$ cat config.mk
export PLATFORM = sky130hd
export DESIGN_NAME = json_string_escaper_utf8_check_unit_flat
export DESIGN_NICKNAME = d
export VERILOG_FILES = /design/src/sv/jseu8_pkg.sv /design/src/sv/jseu8_if.sv /design/src/sv/jseu8_front.sv /design/src/sv/jseu8_queue.sv /design/src/sv/jseu8_back.sv /design/src/sv/json_string_escaper_utf8_check_unit.sv /design/src/flat_wrapper.sv
export SDC_FILE = /design/constraint.sdc
export NUM_CORES = 1
export LEC_CHECK = 0
export BUFFER_PORTS_ARGS = -buffer_cell sky130_fd_sc_hd__buf_2
export CORE_MARGIN = 3
export CORE_UTILIZATION = 50
export CTS_CLUSTER_DIAMETER = 200
export CTS_CLUSTER_SIZE = 28
export DETAILED_ROUTE_END_ITERATION = 6
export GPL_TIMING_DRIVEN = 1
export PLACE_DENSITY = 0.75
export SLEW_MARGIN = 20
export SYNTH_ARGS = -nofsm -noshare
export SYNTH_HDL_FRONTEND = slang
export SYNTH_SLANG_ARGS = --single-unit
$ cat constraint.sdc
create_clock -name i_clk -period 17.8 [get_ports i_clk]
set_input_delay 1.78 -clock i_clk [delete_from_list [all_inputs] [get_ports i_clk]]
set_output_delay 1.78 -clock i_clk [all_outputs]
set_load 0.1 [all_outputs]
$ cat src/sv/jseu8_pkg.sv
// ----------------------------------------------------------------------------
// jseu8_pkg
// shared types, constants and helpers of the json string escaper
// ----------------------------------------------------------------------------
package jseu8_pkg;

    localparam longint MAX_VALUE_BYTES = 64'd65536;
    localparam longint OFFSET_LIMIT_L  =
        (MAX_VALUE_BYTES - 1 < 64'd65535) ? MAX_VALUE_BYTES - 1 : 64'd65535;
    localparam logic [15:0] OFFSET_LIMIT = OFFSET_LIMIT_L[15:0];

    localparam int MAX_RESULTS = 8;
    localparam int QDEPTH      = 4;

    // status codes
    localparam logic [1:0] STATUS_OK    = 2'd0;
    localparam logic [1:0] STATUS_VALUE = 2'd1;
    localparam logic [1:0] STATUS_NAME  = 2'd2;

    // characters
    localparam logic [7:0] CH_QUOTE  = 8'h22;
    localparam logic [7:0] CH_BSLASH = 8'h5C;
    localparam logic [7:0] CH_B      = 8'h62;
    localparam logic [7:0] CH_T      = 8'h74;
    localparam logic [7:0] CH_N      = 8'h6E;
    localparam logic [7:0] CH_F      = 8'h66;
    localparam logic [7:0] CH_R      = 8'h72;
    localparam logic [7:0] CH_U      = 8'h75;
    localparam logic [7:0] CH_ZERO   = 8'h30;

    localparam logic [7:0] CTL_BS  = 8'h08;
    localparam logic [7:0] CTL_TAB = 8'h09;
    localparam logic [7:0] CTL_LF  = 8'h0A;
    localparam logic [7:0] CTL_FF  = 8'h0C;
    localparam logic [7:0] CTL_CR  = 8'h0D;
    localparam logic [7:0] CTL_MAX = 8'h1F;

    // utf-8 lead and continuation bounds
    localparam logic [7:0] ASCII_END = 8'h80;
    localparam logic [7:0] LEAD2_LO  = 8'hC2;
    localparam logic [7:0] LEAD2_HI  = 8'hDF;
    localparam logic [7:0] LEAD3_LO  = 8'hE0;
    localparam logic [7:0] LEAD3_SUR = 8'hED;
    localparam logic [7:0] LEAD3_HI  = 8'hEF;
    localparam logic [7:0] LEAD4_LO  = 8'hF0;
    localparam logic [7:0] LEAD4_HI  = 8'hF4;
    localparam logic [7:0] CONT_LO   = 8'h80;
    localparam logic [7:0] CONT_HI   = 8'hBF;
    localparam logic [7:0] CONT_E0_LO = 8'hA0;
    localparam logic [7:0] CONT_ED_HI = 8'h9F;
    localparam logic [7:0] CONT_F0_LO = 8'h90;
    localparam logic [7:0] CONT_F4_HI = 8'h8F;

    // one item's worth of results, as queued between front and back
    typedef struct packed {
        logic [MAX_RESULTS-1:0][7:0] bytes;
        logic [3:0]                  count;
        logic                        err;
        logic                        name;
        logic                        last;
        logic [15:0]                 offset;
    } t_cmd;

    typedef struct packed {
        logic valid;
        t_cmd cmd;
    } t_push;

    typedef struct packed {
        logic valid;
        logic full;
        t_cmd cmd;
    } t_qhead;

    function automatic logic [7:0] hex_digit(input logic [3:0] v);
        logic [7:0] r;
        r = (v < 4'd10) ? (8'h30 + {4'b0, v}) : (8'h37 + {4'b0, v});
        return r;
    endfunction

endpackage

$ cat src/sv/jseu8_if.sv
// ----------------------------------------------------------------------------
// jseu8 channel interfaces
// valid/ready channels for input bytes and output results
// ----------------------------------------------------------------------------
interface jseu8_in_if;
    logic       valid;
    logic       ready;
    logic [7:0] data_byte;
    logic       byte_present;
    logic       first_of_value;
    logic       last_of_value;
    logic       check_text;
    logic       add_quotes;
    logic       is_name;

    modport source (
        output valid, data_byte, byte_present, first_of_value, last_of_value,
               check_text, add_quotes, is_name,
        input  ready
    );
    modport sink (
        input  valid, data_byte, byte_present, first_of_value, last_of_value,
               check_text, add_quotes, is_name,
        output ready
    );
endinterface

interface jseu8_out_if;
    logic        valid;
    logic        ready;
    logic [7:0]  out_byte;
    logic        run_last;
    logic        value_done;
    logic [1:0]  status;
    logic [15:0] error_offset;

    modport source (
        output valid, out_byte, run_last, value_done, status, error_offset,
        input  ready
    );
    modport sink (
        input  valid, out_byte, run_last, value_done, status, error_offset,
        output ready
    );
endinterface

$ cat src/sv/jseu8_front.sv
// ----------------------------------------------------------------------------
// jseu8_front
// accepts input beats, tracks utf-8 state and builds the result list per beat
// ----------------------------------------------------------------------------
module jseu8_front (
    input  logic               i_clk,
    input  logic               i_rst_n,
    jseu8_in_if.sink           i_in,
    input  logic               i_full,
    output jseu8_pkg::t_push   o_push
);

    logic [2:0][7:0] r_held, n_held;
    logic [1:0]      r_held_cnt, n_held_cnt;
    logic [1:0]      r_need, n_need;
    logic [15:0]     r_offset, n_offset;
    logic [15:0]     r_seq, n_seq;
    logic            r_drop, n_drop;

    logic                                  accept;
    logic [jseu8_pkg::MAX_RESULTS-1:0][7:0] v_bytes;
    logic [3:0]                            v_n;
    logic                                  v_err;
    logic [15:0]                           v_pos;
    logic [15:0]                           v_err_off;
    logic [7:0]                            v_lo;
    logic [7:0]                            v_hi;
    logic [7:0]                            c;

    assign c        = i_in.data_byte;
    assign i_in.ready = !i_full;
    assign accept   = i_in.valid && !i_full;

    always_comb begin
        v_bytes    = '0;
        v_n        = 4'd0;
        v_err      = 1'b0;
        v_lo       = jseu8_pkg::CONT_LO;
        v_hi       = jseu8_pkg::CONT_HI;
        n_held     = r_held;
        n_held_cnt = r_held_cnt;
        n_need     = r_need;
        n_offset   = r_offset;
        n_seq      = r_seq;
        n_drop     = r_drop;

        if (i_in.first_of_value) begin
            n_held     = '0;
            n_held_cnt = 2'd0;
            n_need     = 2'd0;
            n_offset   = 16'd0;
            n_seq      = 16'd0;
            n_drop     = 1'b0;
            if (i_in.add_quotes) begin
                v_bytes[v_n[2:0]] = jseu8_pkg::CH_QUOTE;
                v_n = v_n + 4'd1;
            end
        end
        v_pos = n_offset;

        if (!n_drop && i_in.byte_present) begin
            if (n_offset < jseu8_pkg::OFFSET_LIMIT) begin
                n_offset = n_offset + 16'd1;
            end
            if (!i_in.check_text) begin
                for (int k = 0; k < 3; k++) begin
                    if (2'(k) < n_held_cnt) begin
                        v_bytes[v_n[2:0]] = n_held[k];
                        v_n = v_n + 4'd1;
                    end
                end
                n_held     = '0;
                n_held_cnt = 2'd0;
                n_need     = 2'd0;
                v_bytes[v_n[2:0]] = c;
                v_n = v_n + 4'd1;
            end else if (n_held_cnt == 2'd0) begin
                priority if (c == jseu8_pkg::CH_QUOTE || c == jseu8_pkg::CH_BSLASH) begin
                    v_bytes[v_n[2:0]] = jseu8_pkg::CH_BSLASH;
                    v_n = v_n + 4'd1;
                    v_bytes[v_n[2:0]] = c;
                    v_n = v_n + 4'd1;
                end else if (c <= jseu8_pkg::CTL_MAX) begin
                    v_bytes[v_n[2:0]] = jseu8_pkg::CH_BSLASH;
                    v_n = v_n + 4'd1;
                    if (c == jseu8_pkg::CTL_BS) begin
                        v_bytes[v_n[2:0]] = jseu8_pkg::CH_B;
                        v_n = v_n + 4'd1;
                    end else if (c == jseu8_pkg::CTL_TAB) begin
                        v_bytes[v_n[2:0]] = jseu8_pkg::CH_T;
                        v_n = v_n + 4'd1;
                    end else if (c == jseu8_pkg::CTL_LF) begin
                        v_bytes[v_n[2:0]] = jseu8_pkg::CH_N;
                        v_n = v_n + 4'd1;
                    end else if (c == jseu8_pkg::CTL_FF) begin
                        v_bytes[v_n[2:0]] = jseu8_pkg::CH_F;
                        v_n = v_n + 4'd1;
                    end else if (c == jseu8_pkg::CTL_CR) begin
                        v_bytes[v_n[2:0]] = jseu8_pkg::CH_R;
                        v_n = v_n + 4'd1;
                    end else begin
                        v_bytes[v_n[2:0]] = jseu8_pkg::CH_U;
                        v_n = v_n + 4'd1;
                        v_bytes[v_n[2:0]] = jseu8_pkg::CH_ZERO;
                        v_n = v_n + 4'd1;
                        v_bytes[v_n[2:0]] = jseu8_pkg::CH_ZERO;
                        v_n = v_n + 4'd1;
                        v_bytes[v_n[2:0]] = jseu8_pkg::hex_digit(c[7:4]);
                        v_n = v_n + 4'd1;
                        v_bytes[v_n[2:0]] = jseu8_pkg::hex_digit(c[3:0]);
                        v_n = v_n + 4'd1;
                    end
                end else if (c < jseu8_pkg::ASCII_END) begin
                    v_bytes[v_n[2:0]] = c;
                    v_n = v_n + 4'd1;
                end else begin
                    n_seq = v_pos;
                    priority if (c >= jseu8_pkg::LEAD2_LO && c <= jseu8_pkg::LEAD2_HI) begin
                        n_need = 2'd1;
                    end else if (c >= jseu8_pkg::LEAD3_LO && c <= jseu8_pkg::LEAD3_HI) begin
                        n_need = 2'd2;
                    end else if (c >= jseu8_pkg::LEAD4_LO && c <= jseu8_pkg::LEAD4_HI) begin
                        n_need = 2'd3;
                    end else begin
                        v_err = 1'b1;
                    end
                    if (!v_err) begin
                        n_held     = {16'd0, c};
                        n_held_cnt = 2'd1;
                    end
                end
            end else begin
                // second byte of some leads has a narrower range
                if (n_held_cnt == 2'd1) begin
                    if (n_held[0] == jseu8_pkg::LEAD3_LO) begin
                        v_lo = jseu8_pkg::CONT_E0_LO;
                    end else if (n_held[0] == jseu8_pkg::LEAD3_SUR) begin
                        v_hi = jseu8_pkg::CONT_ED_HI;
                    end else if (n_held[0] == jseu8_pkg::LEAD4_LO) begin
                        v_lo = jseu8_pkg::CONT_F0_LO;
                    end else if (n_held[0] == jseu8_pkg::LEAD4_HI) begin
                        v_hi = jseu8_pkg::CONT_F4_HI;
                    end
                end
                if (c < v_lo || c > v_hi) begin
                    v_err = 1'b1;
                end else if (n_need <= 2'd1) begin
                    for (int k = 0; k < 3; k++) begin
                        if (2'(k) < n_held_cnt) begin
                            v_bytes[v_n[2:0]] = n_held[k];
                            v_n = v_n + 4'd1;
                        end
                    end
                    n_held     = '0;
                    n_held_cnt = 2'd0;
                    n_need     = 2'd0;
                    v_bytes[v_n[2:0]] = c;
                    v_n = v_n + 4'd1;
                end else begin
                    n_held[n_held_cnt] = c;
                    n_held_cnt = n_held_cnt + 2'd1;
                    n_need     = n_need - 2'd1;
                end
            end
        end

        if (!n_drop && !v_err && i_in.last_of_value) begin
            if (n_held_cnt != 2'd0) begin
                if (i_in.check_text) begin
                    v_err = 1'b1;
                end else begin
                    for (int k = 0; k < 3; k++) begin
                        if (2'(k) < n_held_cnt) begin
                            v_bytes[v_n[2:0]] = n_held[k];
                            v_n = v_n + 4'd1;
                        end
                    end
                    n_held     = '0;
                    n_held_cnt = 2'd0;
                    n_need     = 2'd0;
                end
            end
            if (!v_err && i_in.add_quotes) begin
                v_bytes[v_n[2:0]] = jseu8_pkg::CH_QUOTE;
                v_n = v_n + 4'd1;
            end
        end

        v_err_off = n_seq;
        if (v_err) begin
            // error result slot carries no byte
            v_bytes[v_n[2:0]] = 8'h00;
            v_n        = v_n + 4'd1;
            n_held     = '0;
            n_held_cnt = 2'd0;
            n_need     = 2'd0;
            n_drop     = 1'b1;
        end

        if (i_in.last_of_value) begin
            n_held     = '0;
            n_held_cnt = 2'd0;
            n_need     = 2'd0;
            n_offset   = 16'd0;
            n_seq      = 16'd0;
            n_drop     = 1'b0;
        end

        o_push.valid      = accept && (v_n != 4'd0);
        o_push.cmd.bytes  = v_bytes;
        o_push.cmd.count  = v_n;
        o_push.cmd.err    = v_err;
        o_push.cmd.name   = i_in.is_name;
        o_push.cmd.last   = i_in.last_of_value;
        o_push.cmd.offset = v_err_off;
    end

    always_ff @(posedge i_clk) begin
        if (!i_rst_n) begin
            r_held     <= '0;
            r_held_cnt <= 2'd0;
            r_need     <= 2'd0;
            r_offset   <= 16'd0;
            r_seq      <= 16'd0;
            r_drop     <= 1'b0;
        end else if (accept) begin
            r_held     <= n_held;
            r_held_cnt <= n_held_cnt;
            r_need     <= n_need;
            r_offset   <= n_offset;
            r_seq      <= n_seq;
            r_drop     <= n_drop;
        end
    end

endmodule

$ cat src/sv/jseu8_queue.sv
// ----------------------------------------------------------------------------
// jseu8_queue
// short fifo of per-beat result lists between front and back
// ----------------------------------------------------------------------------
module jseu8_queue (
    input  logic              i_clk,
    input  logic              i_rst_n,
    input  jseu8_pkg::t_push  i_push,
    input  logic              i_pop,
    output jseu8_pkg::t_qhead o_head
);

    localparam int PTR_W = $clog2(jseu8_pkg::QDEPTH);

    jseu8_pkg::t_cmd r_mem [jseu8_pkg::QDEPTH];
    logic [PTR_W-1:0] r_wr, r_rd;
    logic [PTR_W:0]   r_cnt, n_cnt;
    logic             do_push, do_pop;

    assign o_head.valid = (r_cnt != '0);
    assign o_head.full  = (r_cnt == (PTR_W+1)'(jseu8_pkg::QDEPTH));
    assign o_head.cmd   = r_mem[r_rd];

    assign do_push = i_push.valid && !o_head.full;
    assign do_pop  = i_pop && o_head.valid;

    always_comb begin
        n_cnt = r_cnt;
        if (do_push && !do_pop) begin
            n_cnt = r_cnt + 1'b1;
        end else if (do_pop && !do_push) begin
            n_cnt = r_cnt - 1'b1;
        end
    end

    always_ff @(posedge i_clk) begin
        if (do_push) begin
            r_mem[r_wr] <= i_push.cmd;
        end
    end

    always_ff @(posedge i_clk) begin
        if (!i_rst_n) begin
            r_wr  <= '0;
            r_rd  <= '0;
            r_cnt <= '0;
        end else begin
            if (do_push) begin
                r_wr <= r_wr + 1'b1;
            end
            if (do_pop) begin
                r_rd <= r_rd + 1'b1;
            end
            r_cnt <= n_cnt;
        end
    end

endmodule

$ cat src/sv/jseu8_back.sv
// ----------------------------------------------------------------------------
// jseu8_back
// walks the head result list; one result beat per cycle unless stalled
// ----------------------------------------------------------------------------
module jseu8_back (
    input  logic              i_clk,
    input  logic              i_rst_n,
    input  jseu8_pkg::t_qhead i_head,
    output logic              o_pop,
    jseu8_out_if.source       o_out
);

    logic [2:0]  r_idx, n_idx;
    logic        r_valid;
    logic [7:0]  r_byte;
    logic        r_run_last;
    logic        r_done;
    logic [1:0]  r_status;
    logic [15:0] r_offset;

    logic        load;
    logic        is_end;
    logic        is_err;

    assign load   = i_head.valid && (!r_valid || o_out.ready);
    assign is_end = ({1'b0, r_idx} + 4'd1) == i_head.cmd.count;
    assign is_err = i_head.cmd.err && is_end;
    assign o_pop  = load && is_end;
    assign n_idx  = is_end ? 3'd0 : r_idx + 3'd1;

    always_ff @(posedge i_clk) begin
        if (!i_rst_n) begin
            r_valid <= 1'b0;
            r_idx   <= 3'd0;
        end else begin
            if (load) begin
                r_valid <= 1'b1;
                r_idx   <= n_idx;
            end else if (o_out.ready) begin
                r_valid <= 1'b0;
            end
        end
    end

    always_ff @(posedge i_clk) begin
        if (load) begin
            r_byte     <= is_err ? 8'h00 : i_head.cmd.bytes[r_idx];
            r_run_last <= is_end;
            r_done     <= is_err || (is_end && i_head.cmd.last);
            r_status   <= !is_err ? jseu8_pkg::STATUS_OK :
                          i_head.cmd.name ? jseu8_pkg::STATUS_NAME :
                          jseu8_pkg::STATUS_VALUE;
            r_offset   <= is_err ? i_head.cmd.offset : 16'd0;
        end
    end

    assign o_out.valid        = r_valid;
    assign o_out.out_byte     = r_byte;
    assign o_out.run_last     = r_run_last;
    assign o_out.value_done   = r_done;
    assign o_out.status       = r_status;
    assign o_out.error_offset = r_offset;

endmodule

$ cat src/sv/json_string_escaper_utf8_check_unit.sv
// ----------------------------------------------------------------------------
// json_string_escaper_utf8_check_unit
// json string escaping with utf-8 validation, one input byte per beat
// ----------------------------------------------------------------------------
// i_in_ch carries one byte of a text value per beat with its value framing
// and mode bits; o_out_ch carries the resulting text bytes, or a single error
// beat (status nonzero, offset of the bad sequence) that ends the value.
// The front stage updates the utf-8 state and builds the full result list of
// a beat in the accept cycle, and writes it into a four-entry queue.
// The back stage walks the list one result per cycle, while the receiver is
// ready, into an output register. A result passes through the queue entry
// and then the output register before it is valid at the output.
// Throughput: one input beat per cycle while each beat gives at most one
// result and the receiver is ready; a beat with several results holds the
// back stage through them all (up to eight for a quoted \u00NN escape), and
// input waits for a free queue entry; a beat with no result is not queued.
// Reset clears the utf-8 state, the queue and the output register.
// When the receiver stalls, the output beat holds, the queue fills, and
// i_in_ch.ready drops once all four entries are in use.
// ----------------------------------------------------------------------------
module json_string_escaper_utf8_check_unit (
    input  logic          i_clk,
    input  logic          i_rst_n,
    jseu8_in_if.sink      i_in_ch,
    jseu8_out_if.source   o_out_ch
);

    jseu8_pkg::t_push  push;
    jseu8_pkg::t_qhead head;
    logic              pop;

    jseu8_front u_front (
        .i_clk   (i_clk),
        .i_rst_n (i_rst_n),
        .i_in    (i_in_ch),
        .i_full  (head.full),
        .o_push  (push)
    );

    jseu8_queue u_queue (
        .i_clk   (i_clk),
        .i_rst_n (i_rst_n),
        .i_push  (push),
        .i_pop   (pop),
        .o_head  (head)
    );

    jseu8_back u_back (
        .i_clk   (i_clk),
        .i_rst_n (i_rst_n),
        .i_head  (head),
        .o_pop   (pop),
        .o_out   (o_out_ch)
    );

    // error beat always closes the run and the value
    a_err_closes: assert property (@(posedge i_clk) disable iff (!i_rst_n)
        (o_out_ch.valid && o_out_ch.status != jseu8_pkg::STATUS_OK)
            |-> (o_out_ch.run_last && o_out_ch.value_done))
        else $error("error result without run_last/value_done");

    a_done_is_run_end: assert property (@(posedge i_clk) disable iff (!i_rst_n)
        (o_out_ch.valid && o_out_ch.value_done) |-> o_out_ch.run_last)
        else $error("value_done on a non-final result");

    // nothing can appear at the output without a queued list
    a_no_phantom: assert property (@(posedge i_clk) disable iff (!i_rst_n)
        (!head.valid && !o_out_ch.valid) |=> !o_out_ch.valid)
        else $error("output beat with empty queue");

endmodule

$ cat src/flat_wrapper.sv
// flat-port wrapper written by rule: the top's interface ports become plain ports
module json_string_escaper_utf8_check_unit_flat 
  (i_clk, i_rst_n, i_in_ch_valid, i_in_ch_data_byte, i_in_ch_byte_present, i_in_ch_first_of_value, i_in_ch_last_of_value, i_in_ch_check_text, i_in_ch_add_quotes, i_in_ch_is_name, i_in_ch_ready, o_out_ch_valid, o_out_ch_out_byte, o_out_ch_run_last, o_out_ch_value_done, o_out_ch_status, o_out_ch_error_offset, o_out_ch_ready);
  jseu8_in_if i_in_ch_i ();
  jseu8_out_if o_out_ch_i ();
  input  logic i_clk;
  input  logic i_rst_n;
  input wire logic [$bits(i_in_ch_i.valid)-1:0] i_in_ch_valid;
  input wire logic [$bits(i_in_ch_i.data_byte)-1:0] i_in_ch_data_byte;
  input wire logic [$bits(i_in_ch_i.byte_present)-1:0] i_in_ch_byte_present;
  input wire logic [$bits(i_in_ch_i.first_of_value)-1:0] i_in_ch_first_of_value;
  input wire logic [$bits(i_in_ch_i.last_of_value)-1:0] i_in_ch_last_of_value;
  input wire logic [$bits(i_in_ch_i.check_text)-1:0] i_in_ch_check_text;
  input wire logic [$bits(i_in_ch_i.add_quotes)-1:0] i_in_ch_add_quotes;
  input wire logic [$bits(i_in_ch_i.is_name)-1:0] i_in_ch_is_name;
  output wire logic [$bits(i_in_ch_i.ready)-1:0] i_in_ch_ready;
  output wire logic [$bits(o_out_ch_i.valid)-1:0] o_out_ch_valid;
  output wire logic [$bits(o_out_ch_i.out_byte)-1:0] o_out_ch_out_byte;
  output wire logic [$bits(o_out_ch_i.run_last)-1:0] o_out_ch_run_last;
  output wire logic [$bits(o_out_ch_i.value_done)-1:0] o_out_ch_value_done;
  output wire logic [$bits(o_out_ch_i.status)-1:0] o_out_ch_status;
  output wire logic [$bits(o_out_ch_i.error_offset)-1:0] o_out_ch_error_offset;
  input wire logic [$bits(o_out_ch_i.ready)-1:0] o_out_ch_ready;
  assign i_in_ch_i.valid = i_in_ch_valid;
  assign i_in_ch_i.data_byte = i_in_ch_data_byte;
  assign i_in_ch_i.byte_present = i_in_ch_byte_present;
  assign i_in_ch_i.first_of_value = i_in_ch_first_of_value;
  assign i_in_ch_i.last_of_value = i_in_ch_last_of_value;
  assign i_in_ch_i.check_text = i_in_ch_check_text;
  assign i_in_ch_i.add_quotes = i_in_ch_add_quotes;
  assign i_in_ch_i.is_name = i_in_ch_is_name;
  assign i_in_ch_ready = i_in_ch_i.ready;
  assign o_out_ch_valid = o_out_ch_i.valid;
  assign o_out_ch_out_byte = o_out_ch_i.out_byte;
  assign o_out_ch_run_last = o_out_ch_i.run_last;
  assign o_out_ch_value_done = o_out_ch_i.value_done;
  assign o_out_ch_status = o_out_ch_i.status;
  assign o_out_ch_error_offset = o_out_ch_i.error_offset;
  assign o_out_ch_i.ready = o_out_ch_ready;
  json_string_escaper_utf8_check_unit u_core (.i_clk(i_clk), .i_rst_n(i_rst_n), .i_in_ch(i_in_ch_i), .o_out_ch(o_out_ch_i));
endmodule
==> impl_metrics.tcl <==
set metrics [dict create \
    clkPwrFrac 0.202 \
    maxCapViolCount 0 \
    r2r_cells 34 \
    clock_latency_ns 0.56 \
    cp.required_ns 17.97 \
    fin_skew_ns 0.0235 \
    grt_pass1_wl_mm 115 \
    startpoint "i_in_ch_first_of_value" \
    seq_power_share 0.499 \
    drtAntennaViolNets 0 \
    synth_top_cells_by_area "edfxtp_1 (47%), mux4_2 (9.6%), dfxtp_1 (6.1%), a21oi_1 (3.7%), nand2_1 (2.7%)" \
    critPathMaxFanout 69 \
    fmax_mhz 80.5 \
    violations "design-rule violations" \
    routed_wl_mm 78.4 \
    io_buffer_count 47 \
    die_w_um 226 \
    drt_iter0_markers 2256 \
    relSlewSlack 0.182 \
    power_density_nw_per_um2 103 \
    core_um2 47100 \
    clkTransAtPathRegs_ns 0.11 \
    routabilityCongestion 1.03 \
    synthCells 2063 \
    crit_top_cell "ha_1" \
    cp-start-kind "input pin" \
    drv_slew 0 \
    cts_resized 0 \
    p_sw_frac 0.352 \
    worst_pin_slew_ns 1.23 \
    nets 2099 \
    peakVddDrop_mv 0.114 \
    cts_buffers 20 \
    critPathArrivalTime_ns 12.59 \
    rrSetupSlack_ns 7.07 \
    power.leakage_uw 0.00831 \
    rr_startpoint "u_core.u_front.r_held_cnt[0]$_SDFFE_PN0P_" \
    ys_types 100 \
    min_path_type "reg -> reg" \
    post_cts_buffers 0 \
    die_h_um 226 \
    synth_top_flop_cell "edfxtp_1" \
    rows 79 \
    track_usage 0.303 \
    r2r-end "u_core.u_queue.r_mem[1][75]$_DFFE_PP_" \
    clockBufferDepth 3 \
    comb_power_share 0.298 \
    ctsHoldBuffers 0 \
    setup_violations 0 \
    synth_top_cell_area_share 0.467 \
    hold_viol 0 \
    synth_area_um2 24200 \
    endpoint_kind "register" \
    drt-vias-per-instance 6.85 \
    total_power_uw 2650 \
    critPathSlowestCell "buf_4" \
    cts-htree-levels 1 \
    async_flop_share 0 \
    synth.avg_cell_area_um2 11.7 \
    power.internal_uw 1720 \
    crit_end "u_core.u_queue.r_mem[1][75]$_DFFE_PP_" \
    vias 18200 \
    hpwlAfterDp_mm 55.4 \
    p_switching_uw 930 \
    grt_max_degree 76 \
    ios 48 \
    cts-root-buf "clkbuf_16" \
    synth_top_cell_by_area "edfxtp_1" \
    synth.net_count 2119 \
    area_growth_pct 6.17 \
    outcome "complete, but fails checks" \
    first_global_vias 17300 \
    cts.sinks 450 \
    drtPass1Iterations 7 \
    overflow 0 \
    wl_per_cell_um 29.5 \
    worst-setup-path-type "in -> reg" \
    timing.final.crit_share 0.698 \
    ys_warn_count 0 \
    die_area_um2 51000 \
    seq_area_frac_synth 0.529 \
    antenna_cells 0 \
    drive_above_1_share 0.144 \
    hold_ws_ns 0.518 \
    fin_setup_tns_ns 0 \
    start_util 0.513 \
    synth_edf_count 376 \
    rsz0062_at_grt "no" \
    period_needed_ns 12.42 \
    synth.ff_latch_count 450 \
    antenna_found_initial 0 \
    route.detailed.drc 10 \
    slowest_delay_ns 0.80 \
    cts_tree "built" \
]
-- Yosys cell counts, drive strengths merged (9+ instances only) --
library cell,number
ha,36
nand2,175
mux2,11
buf,36
mux4,103
xnor2,16
o22ai,47
nand3,29
nor3,45
nand2b,18
mux2i,30
inv,41
a31oi,29
o22a,15
o211ai,18
xor2,9
a32oi,31
o21a,12
and3,30
nand4,20
edfxtp,376
dfxtp,74
o21ai,79
nor2,146
a21oi,179
clkbuf,111
a211oi,18
and2,31
a22oi,65
or3,11
nor2b,81
a21o,9
-- metal layers --
layer | global-route usage | routed length, um | up-vias
met3 | 0.0529 | 7270 | 177
li1 | - | - | 7960
met2 | 0.467 | 34900 | 1047
met1 | 0.435 | 33000 | 9015
met4 | 0.110 | 3240 | 0
met5 | 0 | 0 | -
-- power by group through the flow --
stage	Clock, uW	Sequential [uW]	Combinational [uW]
2_1_floorplan	0	1580	365
3_3_place_gp	0	1340	784
3_5_place_dp	0	1350	792
4_1_cts	543	1320	793
5_1_grt	577	1330	830
6_report	536	1320	789
-- layout make-up --
cell class,instances,area (um^2)
Multi-Input combinational cell,1422,10700
Clock buffer,28,552
Tap cell,607,759
Clock inverter,2,27.5
Inverter,44,165
Timing Repair Buffer,105,671
Fill cell,3926,21500
Sequential cell,450,12800
-- state kept, by name, indices dropped and copies added (netlist names), named ones only --
| register | flops |
|---|---|
| u_core.u_queue.r_mem | 348 |
| u_core.u_front.r_held | 24 |
| u_core.u_back.o_out.error_offset | 16 |
| u_core.u_front.r_offset | 16 |
| u_core.u_front.r_seq | 16 |
| u_core.u_back.o_out.out_byte | 8 |
| u_core.u_back.r_idx | 3 |
| u_core.u_queue.r_cnt | 3 |
| u_core.u_back.o_out.status | 2 |
| u_core.u_front.r_held_cnt | 2 |
| u_core.u_front.r_need | 2 |
| u_core.u_queue.r_rd | 2 |
| u_core.u_queue.r_wr | 2 |
| u_core.u_back.o_out.run_last | 1 |
| u_core.u_back.o_out.valid | 1 |
| u_core.u_back.o_out.value_done | 1 |
| u_core.u_front.r_drop | 1 |
-- worst min-delay path by stage --
stage | endpoint | from | cells after the start | slack [ns]
after detailed placement | u_core.u_queue.r_wr[0]$_SDFFE_PN0P_ | u_core.u_queue.r_wr[0]$_SDFFE_PN0P_ | 2 | 0.51
after global routing | u_core.u_back.o_out.valid$_SDFFE_PN0P_ | u_core.u_back.o_out.valid$_SDFFE_PN0P_ | 2 | 0.54
after CTS | u_core.u_back.o_out.valid$_SDFFE_PN0P_ | u_core.u_back.o_out.valid$_SDFFE_PN0P_ | 2 | 0.52
after global placement | u_core.u_back.o_out.valid$_SDFFE_PN0P_ | u_core.u_back.o_out.valid$_SDFFE_PN0P_ | 2 | 0.48
final | u_core.u_back.o_out.valid$_SDFFE_PN0P_ | u_core.u_back.o_out.valid$_SDFFE_PN0P_ | 2 | 0.52
after floorplan | u_core.u_queue.r_wr[1]$_SDFFE_PN0P_ | u_core.u_queue.r_wr[1]$_SDFFE_PN0P_ | 2 | 0.47
-- kinds of logic (layout without fill, tap and decap cells) --
family                   after synthesis  in the layout  synth area share
AO/OA/AOI/OAI                        592            592             0.169
flip-flops                           450            450             0.529
XOR/XNOR                              25             25           0.00999
AND/OR/NAND/NOR                      623            623             0.128
adder cells (fa/ha/maj)               38             38            0.0203
buffers and inverters                191            179            0.0305
multiplexers                         144            144             0.114
-- worst max-delay path, delay by kind of cell --
kind | cells | cell delay, ns
adders and majority gates | 7 | 2.62
AOI/OAI and AO/OA | 12 | 3.10
and+or+nand+nor | 9 | 2.43
buffers and inverters | 9 | 2.53
-- cells in the final DEF (no fill, tap or decap), types with 18 or more instances in the layout --
master and n:
buf_4 58, buf_2 47, nor3_1 42, dfxtp_1 72
edfxtp_1 376, mux2i_1 30, nand3_1 29, nand2_1 174
a22oi_1 65, ha_1 35, mux4_2 103, nor2_1 143
a31oi_1 27, nand2b_1 18, and3_1 30, a21oi_1 179
inv_1 38, a32oi_1 31, and2_1 25, o22ai_1 46
nand4_1 19, clkbuf_16 21, o21ai_0 66, nor2b_1 81
-- through the flow --
stage	area, um^2	util	instances	setup slack (ns)
6_report	25700	0.544	2658	5.38
3_5_place_dp	25100	0.532	2628	5.00
4_1_cts	25700	0.544	2658	5.54
5_1_grt	25700	0.544	2658	4.79
2_1_floorplan	24200	-	2063	6.13
3_3_place_gp	25100	0.532	2627	5.29
No activity file was read; power rests on OpenSTA's default activity.
